## src/sv/vda_pkg.sv

```systemverilog
// ----------------------------------------------------------------------------
// vda_pkg
// shared types and constants for the vector distance accumulator
// ----------------------------------------------------------------------------
package vda_pkg;

    // running sum, fraction and result widths
    localparam int SUM_W      = 45;
    localparam int FRAC_W     = 8;
    localparam int DIST_W     = 30;

    // square root steps: one result bit per step over sum << (2 * FRAC_W)
    localparam int SQRT_STEPS = (SUM_W + 2 * FRAC_W + 1) / 2;
    localparam int SQRT_KW    = $clog2(SQRT_STEPS);

    // configuration port
    localparam int PADDR_W    = 3;
    localparam int PDATA_W    = 32;

    // register indexes (word address bits of paddr)
    localparam logic [0:0] REG_METRIC_MODE = 1'b0;

    // metric codes
    localparam logic MODE_EUCLID    = 1'b0;
    localparam logic MODE_MANHATTAN = 1'b1;

    // sequencer states
    typedef enum logic [4:0] {
        S_IDLE = 5'b00001,
        S_MUL  = 5'b00010,
        S_CHK  = 5'b00100,
        S_SQRT = 5'b01000,
        S_DONE = 5'b10000
    } t_state;

    // status flags seen by the sequencer
    typedef struct packed {
        logic accept;
        logic count_full;
        logic mode_manh;
        logic last;
        logic mplier_zero;
        logic sum_over;
        logic sat;
        logic k_zero;
        logic out_free;
    } t_seq_stat;

endpackage

```

## src/sv/vda_addsub.sv

```systemverilog
// ----------------------------------------------------------------------------
// vda_addsub
// shared adder / subtractor used by the multiply and square root steps
// ----------------------------------------------------------------------------
module vda_addsub
    import vda_pkg::*;
#(
    parameter int W = 62
) (
    input  logic [W-1:0] i_a,
    input  logic [W-1:0] i_b,
    input  logic         i_sub,
    output logic [W-1:0] o_res,
    output logic         o_carry
);

    logic [W:0] w_sum;
    logic [W-1:0] w_b;

    // a + b, or a - b with carry high when a >= b
    assign w_b     = i_sub ? ~i_b : i_b;
    assign w_sum   = {1'b0, i_a} + {1'b0, w_b} + {{W{1'b0}}, i_sub};
    assign o_res   = w_sum[W-1:0];
    assign o_carry = w_sum[W];

endmodule

```

## src/sv/vda_seq.sv

```systemverilog
// ----------------------------------------------------------------------------
// vda_seq
// sequencer stepping one word through multiply, check and square root
// ----------------------------------------------------------------------------
module vda_seq
    import vda_pkg::*;
(
    input  logic      i_clk,
    input  logic      i_rst_n,
    input  t_seq_stat i_stat,
    output t_state    o_state
);

    t_state r_state;
    t_state n_state;

    // next state
    always_comb begin
        n_state = r_state;
        unique case (r_state)
            S_IDLE: begin
                if (i_stat.accept) begin
                    if (i_stat.count_full) begin
                        n_state = i_stat.last ? S_DONE : S_IDLE;
                    end else begin
                        n_state = S_MUL;
                    end
                end
            end
            S_MUL: begin
                if (i_stat.mplier_zero) begin
                    n_state = S_CHK;
                end
            end
            S_CHK: begin
                if (!i_stat.last) begin
                    n_state = S_IDLE;
                end else if (i_stat.sat || i_stat.sum_over || i_stat.mode_manh) begin
                    n_state = S_DONE;
                end else begin
                    n_state = S_SQRT;
                end
            end
            S_SQRT: begin
                if (i_stat.k_zero) begin
                    n_state = S_DONE;
                end
            end
            S_DONE: begin
                if (i_stat.out_free) begin
                    n_state = S_IDLE;
                end
            end
            default: n_state = S_IDLE;
        endcase
    end

    // state register
    always_ff @(posedge i_clk) begin
        if (!i_rst_n) begin
            r_state <= S_IDLE;
        end else begin
            r_state <= n_state;
        end
    end

    assign o_state = r_state;

endmodule

```

## src/sv/vector_distance_accumulator.sv

```systemverilog
// ----------------------------------------------------------------------------
// vector_distance_accumulator
// accumulates squared or absolute element differences, gives one distance
// per vector (euclidean as 22.8 fixed-point square root, or manhattan sum)
// ----------------------------------------------------------------------------
//  channel   direction  handshake                 payload
//  input     in         i_in_valid / o_in_ready   i_elem_a, i_elem_b, i_last_elem
//  output    out        o_out_valid / i_out_ready o_distance, o_overflow
//  config    in         psel / penable / pready   paddr, pwdata, pwrite, prdata
//
//  one shared adder does the multiply and square root arithmetic; each word is
//  multiplied by shift and add over the bits of |a - b| (manhattan adds it once)
//  and checked; a last word then gives a result, a euclidean one that has not
//  saturated running the square root first; a word past MAX_LEN is dropped;
//  o_in_ready is low while the sequencer is not idle; the result sits in an
//  output register, so a stalled output only holds the result state;
//  synchronous active-low reset clears sum, count and flags
// ----------------------------------------------------------------------------
module vector_distance_accumulator
    import vda_pkg::*;
#(
    parameter int MAX_LEN    = 4096,
    parameter int ELEM_WIDTH = 16
) (
    input  logic                  i_clk,
    input  logic                  i_rst_n,
    // input words
    input  logic                  i_in_valid,
    output logic                  o_in_ready,
    input  logic [ELEM_WIDTH-1:0] i_elem_a,
    input  logic [ELEM_WIDTH-1:0] i_elem_b,
    input  logic                  i_last_elem,
    // result words
    output logic                  o_out_valid,
    input  logic                  i_out_ready,
    output logic [DIST_W-1:0]     o_distance,
    output logic                  o_overflow,
    // configuration
    input  logic                  psel,
    input  logic                  penable,
    input  logic                  pwrite,
    input  logic [PADDR_W-1:0]    paddr,
    input  logic [PDATA_W-1:0]    pwdata,
    output logic [PDATA_W-1:0]    prdata,
    output logic                  pready
);

    localparam int EW   = ELEM_WIDTH;
    localparam int PW   = (SUM_W + 2 * FRAC_W > 2 * EW) ? SUM_W + 2 * FRAC_W : 2 * EW;
    localparam int UW   = PW + 1;
    localparam int CW   = $clog2(MAX_LEN + 1);

    // configuration register
    logic r_mode;

    // per-word and accumulator state
    logic              r_item_mode;
    logic              r_last;
    logic [UW-1:0]     r_acc;
    logic [UW-1:0]     r_mcand;
    logic [EW-1:0]     r_mplier;
    logic [SQRT_KW-1:0] r_k;
    logic [CW-1:0]     r_count;
    logic              r_sat;

    // output register
    logic              r_out_valid;
    logic [DIST_W-1:0] r_dist;
    logic              r_ovf;

    t_state    w_state;
    t_seq_stat w_stat;

    logic              w_accept;
    logic              w_count_full;
    logic signed [EW:0] w_diff;
    logic [EW:0]       w_abs;
    logic [EW-1:0]     w_mag;
    logic              w_sum_over;
    logic              w_out_free;
    logic [UW-1:0]     w_bit;
    logic [UW-1:0]     w_unit_b;
    logic              w_unit_sub;
    logic [UW-1:0]     w_unit_res;
    logic              w_unit_carry;
    logic [DIST_W-1:0] w_dist;

    // apb access
    assign pready = 1'b1;
    assign prdata = {{(PDATA_W-1){1'b0}}, r_mode};

    always_ff @(posedge i_clk) begin
        if (!i_rst_n) begin
            r_mode <= MODE_EUCLID;
        end else if (psel && penable && pwrite && pready
                     && (paddr[PADDR_W-1:2] == REG_METRIC_MODE)) begin
            r_mode <= pwdata[0];
        end
    end

    // input word decode
    assign o_in_ready   = (w_state == S_IDLE);
    assign w_accept     = i_in_valid && o_in_ready;
    assign w_count_full = (r_count >= CW'(MAX_LEN));
    assign w_diff       = $signed({i_elem_a[EW-1], i_elem_a})
                          - $signed({i_elem_b[EW-1], i_elem_b});
    assign w_abs        = w_diff[EW] ? (EW+1)'(0) - w_diff : w_diff;
    assign w_mag        = w_abs[EW-1:0];

    assign w_sum_over   = |r_acc[UW-1:SUM_W];
    assign w_out_free   = !r_out_valid || i_out_ready;

    // square root trial bit 4^k
    assign w_bit = {{(UW-1){1'b0}}, 1'b1} << {r_k, 1'b0};

    // shared unit operands
    assign w_unit_sub = (w_state == S_SQRT);
    assign w_unit_b   = w_unit_sub ? (r_mcand | w_bit) : r_mcand;

    vda_addsub #(
        .W(UW)
    ) u_addsub (
        .i_a    (r_acc),
        .i_b    (w_unit_b),
        .i_sub  (w_unit_sub),
        .o_res  (w_unit_res),
        .o_carry(w_unit_carry)
    );

    // sequencer
    always_comb begin
        w_stat.accept      = w_accept;
        w_stat.count_full  = w_count_full;
        w_stat.mode_manh   = (r_item_mode == MODE_MANHATTAN);
        w_stat.last        = (w_state == S_IDLE) ? i_last_elem : r_last;
        w_stat.mplier_zero = (r_mplier == '0);
        w_stat.sum_over    = w_sum_over;
        w_stat.sat         = r_sat;
        w_stat.k_zero      = (r_k == '0);
        w_stat.out_free    = w_out_free;
    end

    vda_seq u_seq (
        .i_clk  (i_clk),
        .i_rst_n(i_rst_n),
        .i_stat (w_stat),
        .o_state(w_state)
    );

    // result value, clamped to the output width
    always_comb begin
        if (r_sat) begin
            w_dist = '1;
        end else if (r_item_mode == MODE_MANHATTAN) begin
            w_dist = (|r_acc[UW-1:DIST_W]) ? '1 : r_acc[DIST_W-1:0];
        end else begin
            w_dist = (|r_mcand[UW-1:DIST_W]) ? '1 : r_mcand[DIST_W-1:0];
        end
    end

    // accumulator, count and saturation flag
    always_ff @(posedge i_clk) begin
        if (!i_rst_n) begin
            r_acc   <= '0;
            r_count <= '0;
            r_sat   <= 1'b0;
        end else begin
            unique case (w_state)
                S_IDLE: begin
                    if (w_accept) begin
                        if (w_count_full) begin
                            r_sat <= 1'b1;
                        end else begin
                            r_count <= r_count + CW'(1);
                        end
                    end
                end
                S_MUL: begin
                    if (r_mplier[0]) begin
                        r_acc <= w_unit_res;
                    end
                end
                S_CHK: begin
                    if (w_sum_over) begin
                        r_acc <= UW'({SUM_W{1'b1}});
                        r_sat <= 1'b1;
                    end else if (r_last && !r_sat && r_item_mode == MODE_EUCLID) begin
                        r_acc <= r_acc << (2 * FRAC_W);
                    end
                end
                S_SQRT: begin
                    if (w_unit_carry) begin
                        r_acc <= w_unit_res;
                    end
                end
                S_DONE: begin
                    if (w_out_free) begin
                        r_acc   <= '0;
                        r_count <= '0;
                        r_sat   <= 1'b0;
                    end
                end
                default: ;
            endcase
        end
    end

    // multiplier operands, root and step counter
    always_ff @(posedge i_clk) begin
        unique case (w_state)
            S_IDLE: begin
                if (w_accept) begin
                    r_item_mode <= r_mode;
                    r_last      <= i_last_elem;
                    r_mcand     <= UW'(w_mag);
                    r_mplier    <= (r_mode == MODE_MANHATTAN) ? EW'(1) : w_mag;
                end
            end
            S_MUL: begin
                r_mcand  <= r_mcand << 1;
                r_mplier <= r_mplier >> 1;
            end
            S_CHK: begin
                r_mcand <= '0;
                r_k     <= SQRT_KW'(SQRT_STEPS - 1);
            end
            S_SQRT: begin
                r_mcand <= w_unit_carry ? ((r_mcand >> 1) | w_bit) : (r_mcand >> 1);
                r_k     <= r_k - SQRT_KW'(1);
            end
            default: ;
        endcase
    end

    // output register
    always_ff @(posedge i_clk) begin
        if (!i_rst_n) begin
            r_out_valid <= 1'b0;
        end else if (w_state == S_DONE && w_out_free) begin
            r_out_valid <= 1'b1;
        end else if (i_out_ready) begin
            r_out_valid <= 1'b0;
        end
    end

    always_ff @(posedge i_clk) begin
        if (w_state == S_DONE && w_out_free) begin
            r_dist <= w_dist;
            r_ovf  <= r_sat;
        end
    end

    assign o_out_valid = r_out_valid;
    assign o_distance  = r_dist;
    assign o_overflow  = r_ovf;

endmodule

```

## config.mk

```make
export PLATFORM = sky130hd
export DESIGN_NAME = vector_distance_accumulator
export DESIGN_NICKNAME = d
export VERILOG_FILES = /design/src/sv/vda_pkg.sv /design/src/sv/vda_addsub.sv /design/src/sv/vda_seq.sv /design/src/sv/vector_distance_accumulator.sv
export SDC_FILE = /design/constraint.sdc
export NUM_CORES = 1
export LEC_CHECK = 0
export BUFFER_PORTS_ARGS = -buffer_cell sky130_fd_sc_hd__clkbuf_2
export CAP_MARGIN = 20
export CORE_MARGIN = 4
export CORE_UTILIZATION = 51
export DETAILED_ROUTE_END_ITERATION = 6
export PLACE_DENSITY = 0.73
export SLEW_MARGIN = 20
export SYNTH_ARGS = -nofsm -noshare
export SYNTH_HDL_FRONTEND = slang
export SYNTH_SLANG_ARGS = --single-unit
```

## constraint.sdc

```tcl
create_clock -name i_clk -period 4.9 [get_ports i_clk]
set_input_delay 0.245 -clock i_clk [delete_from_list [all_inputs] [get_ports i_clk]]
set_output_delay 0.245 -clock i_clk [all_outputs]
set_load 0.02 [all_outputs]
```

==> results of run 1 <==
[sequential cells by signal, summed over array words and instances (netlist names)]
| signal | count |
|---|---|
| o_distance | 30 |
| o_out_valid | 1 |
| o_overflow | 1 |
| r_acc | 62 |
| r_count | 13 |
| r_item_mode | 1 |
| r_k | 5 |
| r_last | 1 |
| r_mcand | 62 |
| r_mode | 1 |
| r_mplier | 16 |
| r_sat | 1 |
| u_seq.o_state | 5 |
[cell type report]
cell class | instances | area (um^2)
clock buffer | 17 | 425.4
sequential | 199 | 5145
fill | 2592 | 12360
clock inverter | 15 | 193.9
timing repair buffer | 138 | 880.8
multi-input combinational | 1435 | 9219
inverter | 61 | 229.0
tap | 384 | 480.5
[kinds of logic (layout without fill, tap and decap cells)]
logic type      after synthesis  in the layout  synth area share [%]
simple gates                539            540                 17.67
xor+xnor                    111            111                 6.450
buf+inv                     206            231                 5.993
other cells                   2             32               0.04982
fa+ha+maj                    86             86                 7.238
flops                       199            199                 34.13
compound gates              662            662                 28.19
mux                           4              4                0.2739
[routing by layer]
| metal | up-vias | part of all wire (%) | GRT usage, % |
|---|---|---|---|
| met5 | - | 0.027 | 0 |
| met4 | 2 | 3.8 | 10.48 |
| met3 | 118 | 9.0 | 4.466 |
| met2 | 795 | 45 | 44.57 |
| met1 | 6890 | 42 | 38.62 |
| li1 | 6787 | - | - |
[power by group]
part | switching [W] | internal [W]
clock | 0.000766 | 0.000708
combinational | 0.00197 | 0.00121
sequential | 0.000486 | 0.00226
total | 0.00322 | 0.00418
[per-stage QoR]
stage	setup WS [ns]	power, W
finish	0.1794	0.007405
global route	0.01968	0.007803
CTS	0.09547	0.007297
floorplan	0.09758	0.004864
detailed placement	0.1535	0.005816
global placement	0.2621	0.005768
[layout by cell type, fill, tap and decap left out, types with 14 or more instances in the layout]
cell                        instances
sky130_fd_sc_hd__o21ai_0          167
sky130_fd_sc_hd__a211oi_1          41
sky130_fd_sc_hd__xor2_1            36
sky130_fd_sc_hd__nand4_1           30
sky130_fd_sc_hd__nor2b_1           17
sky130_fd_sc_hd__o22ai_1           40
sky130_fd_sc_hd__inv_1             60
sky130_fd_sc_hd__o211ai_1          19
sky130_fd_sc_hd__ha_1              83
sky130_fd_sc_hd__nor3_1            41
sky130_fd_sc_hd__conb_1            32
sky130_fd_sc_hd__a21oi_1          149
sky130_fd_sc_hd__dfxtp_1           83
sky130_fd_sc_hd__buf_4             60
sky130_fd_sc_hd__clkbuf_16         17
sky130_fd_sc_hd__nand2b_1          43
sky130_fd_sc_hd__o21bai_1          19
sky130_fd_sc_hd__a22o_1            25
sky130_fd_sc_hd__a21o_1            54
sky130_fd_sc_hd__nor4_1            25
sky130_fd_sc_hd__o21a_1            17
sky130_fd_sc_hd__and2_1            19
sky130_fd_sc_hd__edfxtp_1         116
sky130_fd_sc_hd__a31oi_1           28
sky130_fd_sc_hd__xnor2_1           75
sky130_fd_sc_hd__nand3_1           24
sky130_fd_sc_hd__a22oi_1           18
sky130_fd_sc_hd__nand2_1          156
sky130_fd_sc_hd__and3_1            15
sky130_fd_sc_hd__nor2_1           117
sky130_fd_sc_hd__or3_1             14
sky130_fd_sc_hd__clkbuf_2          75
[cell usage after synthesis (all sizes together) (19+ instances only)]
library cell / n / area, um^2
dfxtp: 83 / 1662
a21o: 55 / 412.9
nor4: 27 / 168.9
ha: 84 / 1051
clkbuf: 98 / 369.1
and2: 20 / 125.1
o211ai: 19 / 142.6
nor3: 41 / 205.2
nand2b: 43 / 269.0
a211oi: 42 / 327.8
xnor2: 75 / 656.9
xor2: 36 / 315.3
nand2: 157 / 589.3
a31oi: 28 / 175.2
o21bai: 20 / 153.9
nand4: 31 / 200.2
nor2: 119 / 446.7
inv: 60 / 225.2
nand3: 25 / 125.1
o21ai: 169 / 845.8
o22ai: 40 / 250.2
a22o: 25 / 219.0
edfxtp: 116 / 3483
a21oi: 150 / 750.7
buf: 47 / 305.3
[timing repair]
action / in CTS / in global routing
endpoints found under the setup margin: 0 / 75
hold endpoints to repair: 0 / 0
resized for setup: 0 / 9
[worst max path at each step]
stage | to | slack [ns] | depth (start not counted)
6_report | r_acc[61] | 0.18 | 14
5_1_grt | r_acc[18] | 0.02 | 18
4_1_cts | r_mcand[26] | 0.1 | 18
3_5_place_dp | r_mcand[26] | 0.15 | 18
3_3_place_gp | r_mcand[24] | 0.26 | 18
2_1_floorplan | r_mcand[0] | 0.1 | 7
==> flow_summary.yaml, run 1 <==
routing:
  drt_pre_antenna_iters: 6
  drtAntennaViolNets: 0
  post_drt_via_cell_ratio: 6.488
  drc_errors: 0
  totalWireLength_um: 47990
  detail_route.iter0.violations: 1878
  vias: 14592
  post_drt_wl_per_cell_um: 21.34
die:
  design.die.area_um2: 32370
  die_width_um: 179.9
  core_area_um2: 28940
  start_util_pct: 52.09
  num_rows: 62
  io-pin-count: 141
  fp.dieH_um: 179.9
final_layout:
  share_of_cells_above_drive_strength_1_pct: 11.10
  fin_area_um2: 16570
  layout.cells.non_filler: 2249
  syn_to_final_growth_pct: 9.953
  antenna_cells: 0
  num-nets-final: 2013
  final_core_utilization_pct: 57.28
grt:
  grt_antenna_before_repair: 1
  grt_first_pass_wirelength_um: 74140
  gr-total-overflow: 0
  grt_util_all_layers_pct: 28.00
  grt_pass1_vias: 13322
  grt_max_degree: 79
yosys:
  synth_enable_flop_cells: 116
  yosys_synthesis_warning_count: 0
  synth_sequential_area_ratio_pct: 34.13
  netlist_instances: 1809
  synth_seq_cells: 199
  post_synth_num_cell_types: 79
  synth_top_flop_cell: "sky130_fd_sc_hd__edfxtp_1"
  ys_async_sr_fraction_pct: 0
  synth_area_per_cell_um2: 8.332
  syn_area_um2: 15070
outcome:
  run_status: "completed"
placement:
  post_dp_cell_area_um2: 15910
  dp_cells: 2215
  dp.final_hpwl_um: 35040
  finalWeightedCongestion: 0.9496
  port-buffer-count: 75
critical_path:
  crit_start: "u_seq.o_state[0]"
  worst_path_cell_trace: "nor3_1, buf_4, nand3_2, a21o_1, ha_1, nand4_2, or3_4, or4b_4, a211oi_4, o21bai_2, o2111a_2, or4_4, and3_4, o32ai_2"
  regToRegStartpoint: "u_seq.o_state[0]"
  cpLargestDelayFamily: "simple AND/OR/NAND/NOR gates"
  cp_slowest_stage_delay_ns: 0.54
  path_max_fanout: 12
  worst_r2r_endpoint: "r_acc[61]"
  worst_path_required_time_ns: 5.27
  worst_ep_arrival_time_ns: 5.09
  endpoint_kind: "register"
  path_class: "reg2reg"
  ff2ff_path_depth: 14
  worst-path-buf-inv: 1
  start_kind: "register"
  ff2ff_setup_slack_ns: 0.18
  cp_slowest_cell: "sky130_fd_sc_hd__or4b_4"
cts:
  cts_inserted_buffers: 17
  clock_tree.root_cell: "sky130_fd_sc_hd__clkbuf_16"
  cts.sinks: 199
  insertion_delay_ns: 0.45
  maximum_number_of_buffers_from_clock_root_to_sink: 2
  tritoncts: "done"
  clk_pin_slew_ns: 0.09
  h_tree_levels: 4
  cts_post_setup_buffers_inserted: 0
  hold_buffers: 0
sta:
  slew_viol_final: 0
  hold_viol_final: 0
  clock_period_minus_worst_slack_ns: 4.721
  setup_tns_ns: 0
  setup-violations-final: 0
  fin_worst_skew_ns: 0.01351
  max_slew.worst_pin.slew_ns: 1.032
  period_share_pct: 96.34
  rsz0062_at_grt: "no"
  max_clock_freq_mhz: 211.8
  slew_headroom_pct: 29.45
  holdWs_ns: 0.01792
power:
  power_leakage_nw: 6.608
  pwr_density_cell_nw_per_um2: 446.8
  vdd.ir_drop.worst_v: 0.0002972
worst_hold_path:
  whs_path_depth: 1
  timing.hold.worst.class: "in2reg"
  min-delay-start: "i_last_elem"
  timing.hold.worst_endpoint: "r_last"
flow_run:
  max_cap_viol_count: 0
(Power assumes the default switching activity.)
==> run 2: changes to the inputs <==
CORE_UTILIZATION = 50   (was 51)
PLACE_DENSITY = 0.72   (was 0.73)
SLEW_MARGIN = unset   (was 20)
==> flow_summary.yaml, run 2 (synthesis results as in run 1) <==
routing:
  drt_pre_antenna_iters: 6
  totalWireLength_um: 48180
  post_drt_wl_per_cell_um: 20.77
  drtAntennaViolNets: 0
  vias: 14769
  post_drt_via_cell_ratio: 6.366
  drc_errors: 0
  detail_route.iter0.violations: 1754
placement:
  dp.final_hpwl_um: 36210
  finalWeightedCongestion: 0.9212
  dp_cells: 2287
  port-buffer-count: 75
cts:
  insertion_delay_ns: 0.45
  tritoncts: "done"
  cts.sinks: 199
  maximum_number_of_buffers_from_clock_root_to_sink: 2
  hold_buffers: 0
  clk_pin_slew_ns: 0.09
  cts_inserted_buffers: 17
  clock_tree.root_cell: "sky130_fd_sc_hd__clkbuf_16"
  h_tree_levels: 4
sta:
  period_share_pct: 95.86
  rsz0062_at_grt: "no"
  max_clock_freq_mhz: 212.9
  fin_worst_skew_ns: 0.01934
  clock_period_minus_worst_slack_ns: 4.697
  setup-violations-final: 0
  hold_viol_final: 0
  slew_viol_final: 0
  slew_headroom_pct: 27.92
  max_slew.worst_pin.slew_ns: 1.054
  holdWs_ns: 0.01870
  setup_tns_ns: 0
die:
  io-pin-count: 141
  die_width_um: 181.6
  start_util_pct: 50.72
  core_area_um2: 29720
  design.die.area_um2: 32990
  fp.dieH_um: 181.6
  num_rows: 63
final_layout:
  multi_input_area_um2: 9208
  filler_cell_count: 2663
  share_of_cells_above_drive_strength_1_pct: 13.94
  layout.cells.non_filler: 2320
  register_area_um2: 5145
  final_common_cell: "sky130_fd_sc_hd__o21ai_0"
  syn_to_final_growth_pct: 13.86
  layout.cells.most_common_list: "sky130_fd_sc_hd__o21ai_0, sky130_fd_sc_hd__nand2_1, sky130_fd_sc_hd__a21oi_1, sky130_fd_sc_hd__buf_4, sky130_fd_sc_hd__nor2_1"
  antenna_cells: 0
  num-nets-final: 2078
critical_path:
  cp_slowest_stage_delay_ns: 0.54
  timing.critical_path.mode_cell: "sky130_fd_sc_hd__ha_1"
  crit_start: "r_k[0]"
  cpLargestDelayFamily: "simple AND/OR/NAND/NOR gates"
  cp_slowest_cell: "sky130_fd_sc_hd__or4_4"
  regToRegStartpoint: "r_k[0]"
  path_class: "reg2reg"
  worst_path_cell_trace: "inv_1, ha_1, nor2b_1, a211oi_1, a21o_1, ha_1, and2_1, o2111ai_1, o21ai_2, or4b_4, a211oi_4, o21bai_2, o2111a_2, or4_4, and3_4, o32ai_2"
  start_kind: "register"
  worst_path_required_time_ns: 5.27
  path_max_fanout: 5
  endpoint_kind: "register"
  worst-path-buf-inv: 1
  worst_ep_arrival_time_ns: 5.06
power:
  power.switching_fraction_pct: 42.93
  power_leakage_nw: 6.999
  vdd.ir_drop.worst_v: 0.0002610
  intPower_w: 0.004370
  power_frac_clock_pct: 19.9
  power.combinational.fraction_pct: 44.3
  share_seq_of_total_power_pct: 35.8
  pwr_density_cell_nw_per_um2: 446.2
  power.net_switching_w: 0.003288
grt:
  grt_max_degree: 79
  grt_first_pass_wirelength_um: 74550
  grt_util_all_layers_pct: 28.05
  gr-total-overflow: 0
  grt_pass1_vias: 13582
  grt_antenna_before_repair: 0
flow_run:
  max_cap_viol_count: 0
outcome:
  run_status: "completed"
worst_hold_path:
  min-delay-start: "i_last_elem"
  timing.hold.worst.class: "in2reg"
==> run 2: cell types whose count changed in the layout (fill, tap and decap cells not counted), moves of 4 or more <==
cell,change
sky130_fd_sc_hd__buf_12,+4
sky130_fd_sc_hd__buf_4,+61
sky130_fd_sc_hd__inv_12,+5
sky130_fd_sc_hd__inv_8,-4
==> run 2: path summary, 6_finish.rpt <==
path                end  slack, ns  cells after the start
min              r_last       0.02                      1
min reg2reg  r_count[7]       0.50                      2
max           r_acc[61]       0.20                     16
max reg2reg   r_acc[61]       0.20                     16
==> run 2: metal layers <==
| metal | vias up | wire (um) | part of all wire (%) | track usage [%] |
|---|---|---|---|---|
| met3 | 135 | 4187 | 8.7 | 4.347 |
| li1 | 6908 | - | - | - |
| met1 | 6982 | 20500 | 43 | 38.83 |
| met5 | - | 0 | 0 | 0 |
| met4 | 0 | 2540 | 5.3 | 14.35 |
| met2 | 744 | 20950 | 43 | 42.58 |
==> run 2: repair_timing <==
action / in CTS / in global routing
resized for setup: 0 / 7
endpoints found under the setup margin: 0 / 62
buffers inserted: 0 / 0
==> run 2: final cells by class <==
| type | instances | area share, % |
|---|---|---|
| Clock buffer | 17 | 2.479 |
| Clock inverter | 15 | 1.290 |
| Inverter | 61 | 1.334 |
| Multi-Input combinational cell | 1434 | 53.65 |
| Sequential cell | 199 | 29.98 |
| Tap cell | 390 | 2.843 |
| Timing Repair Buffer | 204 | 8.428 |
==> run 2: power by group through the flow <==
stage	clock, W	sequential, W	combinational (W)
finish	0.00152	0.00274	0.00339
global route	0.00161	0.00276	0.00371
CTS	0.00154	0.00271	0.00333
detailed placement	0	0.00274	0.00331
global placement	0	0.00273	0.00326
floorplan	0	0.00257	0.00229
==> run 2: through the flow <==
step	worst slack (ns)	power (W)	util, %	instance area, um^2
finish	0.2030	0.007658	57.75	17160
detailed placement	0.1992	0.006046	55.41	16470
global placement	0.3115	0.005987	55.36	16450
global route	0.01255	0.008077	57.75	17160
floorplan	0.09758	0.004864	-	15190
CTS	0.2054	0.007575	57.58	17110
==> run 3: changes to the inputs <==
HOLD_SLACK_MARGIN = 0.03   (was unset)
==> flow_summary.yaml, run 3 (synthesis results as in run 1) <==
routing:
  totalWireLength_um: 48330
  drtAntennaViolNets: 0
  post_drt_via_cell_ratio: 6.366
  detail_route.iter0.violations: 1743
  vias: 14782
  drt_pre_antenna_iters: 5
  post_drt_wl_per_cell_um: 20.81
  drc_errors: 0
cts:
  insertion_delay_ns: 0.45
  clock_tree.root_cell: "sky130_fd_sc_hd__clkbuf_16"
  clk_pin_slew_ns: 0.09
  cts_inserted_buffers: 17
  cts.sinks: 199
  tritoncts: "done"
  maximum_number_of_buffers_from_clock_root_to_sink: 2
  h_tree_levels: 4
critical_path:
  ff2ff_path_depth: 16
  endpoint_kind: "register"
  crit_start: "r_k[0]"
  path_max_fanout: 5
  timing.critical_path.mode_cell: "sky130_fd_sc_hd__ha_1"
  start_kind: "register"
  regToRegStartpoint: "r_k[0]"
  worst_ep_arrival_time_ns: 5.04
  path_class: "reg2reg"
  worst_path_cell_trace: "inv_1, ha_1, nor2b_1, a211oi_1, a21o_1, ha_1, and2_1, o2111ai_1, o21ai_2, or4b_4, a211oi_4, o21bai_2, o2111a_2, or4_4, and3_4, o32ai_2"
  cpLargestDelayFamily: "simple AND/OR/NAND/NOR gates"
  cp_slowest_cell: "sky130_fd_sc_hd__or4_4"
  logic_depth_of_the_worst_path_buffers_included: 16
  cp_slowest_stage_delay_ns: 0.54
  worst_path_required_time_ns: 5.27
  worst-path-buf-inv: 1
die:
  start_util_pct: 50.72
  die_width_um: 181.6
  io-pin-count: 141
  design.die.area_um2: 32990
  num_rows: 63
  fp.dieH_um: 181.6
  core_area_um2: 29720
worst_hold_path:
  timing.hold.worst.class: "in2reg"
  whs_path_depth: 2
  min-delay-start: "i_in_valid"
final_layout:
  filler_cell_count: 2657
  final_common_cell: "sky130_fd_sc_hd__o21ai_0"
  layout.cells.non_filler: 2322
  antenna_cells: 0
  layout.cells.most_common_list: "sky130_fd_sc_hd__o21ai_0, sky130_fd_sc_hd__nand2_1, sky130_fd_sc_hd__a21oi_1, sky130_fd_sc_hd__buf_4, sky130_fd_sc_hd__nor2_1"
  syn_to_final_growth_pct: 13.99
  num-nets-final: 2080
  share_of_cells_above_drive_strength_1_pct: 13.92
  final_core_utilization_pct: 57.82
power:
  power_leakage_nw: 7.008
  vdd.ir_drop.worst_v: 0.0002638
  pwr_density_cell_nw_per_um2: 445.6
  post-layout-total-power_w: 0.007656
sta:
  setup-violations-final: 0
  max_clock_freq_mhz: 214.0
  max_slew.worst_pin.slew_ns: 1.122
  setup_tns_ns: 0
  fin_worst_skew_ns: 0.02097
  period_share_pct: 95.39
  clock_period_minus_worst_slack_ns: 4.674
  hold_viol_final: 0
  rsz0062_at_grt: "no"
  slew_viol_final: 0
  slew_headroom_pct: 25.22
grt:
  gr-total-overflow: 0
  grt_util_all_layers_pct: 28.10
  grt_first_pass_wirelength_um: 74690
  grt_max_degree: 79
  grt_pass1_vias: 13598
  grt_antenna_before_repair: 0
placement:
  finalWeightedCongestion: 0.9212
  dp.final_hpwl_um: 36210
  port-buffer-count: 75
  dp_cells: 2287
flow_run:
  max_cap_viol_count: 0
outcome:
  run_status: "completed"
-- run 3: stage by stage --
stage	instance area, um^2	hold slack (ns)	setup WS, ns
after floorplan	15190	0.3439	0.09758
after global placement	16450	0.4630	0.3115
after detailed placement	16470	0.4754	0.1992
after CTS	17130	0.07571	0.2054
after global routing	17180	0.08830	0.01463
final	17180	0.08482	0.2261
-- run 3: repair_timing --
action	in CTS	in global routing
hold buffers	2	0
resized for setup	0	7
setup buffers	0	0
endpoints found under the setup margin	0	62
hold endpoints to repair	2	0
-- run 3: layer usage --
metal / global-route usage, % / part of all wire [%]
met5: 0 / 0
met1: 38.85 / 42
met4: 14.35 / 5.4
met2: 42.73 / 44
met3: 4.367 / 9.0
-- run 3: worst paths after layout --
kind,endpoint,slack [ns]
setup / recovery,r_acc[61],0.23
hold / removal,u_seq.o_state[0],0.08
setup reg to reg,r_acc[61],0.23
hold reg to reg,r_count[7],0.50
-- run 3: worst register-to-register path: stages (launching register included) --
cell and delay [ns]:
sky130_fd_sc_hd__edfxtp_1 0.45, sky130_fd_sc_hd__inv_1 0.14, sky130_fd_sc_hd__ha_1 0.28, sky130_fd_sc_hd__nor2b_1 0.21, sky130_fd_sc_hd__a211oi_1 0.09, sky130_fd_sc_hd__a21o_1 0.17
sky130_fd_sc_hd__ha_1 0.34, sky130_fd_sc_hd__and2_1 0.23, sky130_fd_sc_hd__o2111ai_1 0.16, sky130_fd_sc_hd__o21ai_2 0.20, sky130_fd_sc_hd__or4b_4 0.53, sky130_fd_sc_hd__a211oi_4 0.34
sky130_fd_sc_hd__o21bai_2 0.16, sky130_fd_sc_hd__o2111a_2 0.35, sky130_fd_sc_hd__or4_4 0.54, sky130_fd_sc_hd__and3_4 0.20, sky130_fd_sc_hd__o32ai_2 0.22
-- run 3: area by class of cell --
type	count	area [um^2]	area share (%)
Multi-Input combinational cell	1434	9208	53.59
Timing Repair Buffer	206	1466	8.534
Inverter	61	229.0	1.333
Sequential cell	199	5145	29.94
Clock buffer	17	425.4	2.476
Tap cell	390	488.0	2.840
Clock inverter	15	221.5	1.289
-- run 3: power by group --
part           leakage (nW)  internal, W  total (W)  switching, W
combinational          4.91      0.00138    0.00339       0.00201
clock                 0.311     0.000728    0.00152      0.000794
sequential             1.78      0.00226    0.00274      0.000477
total                  7.01      0.00437    0.00766       0.00329
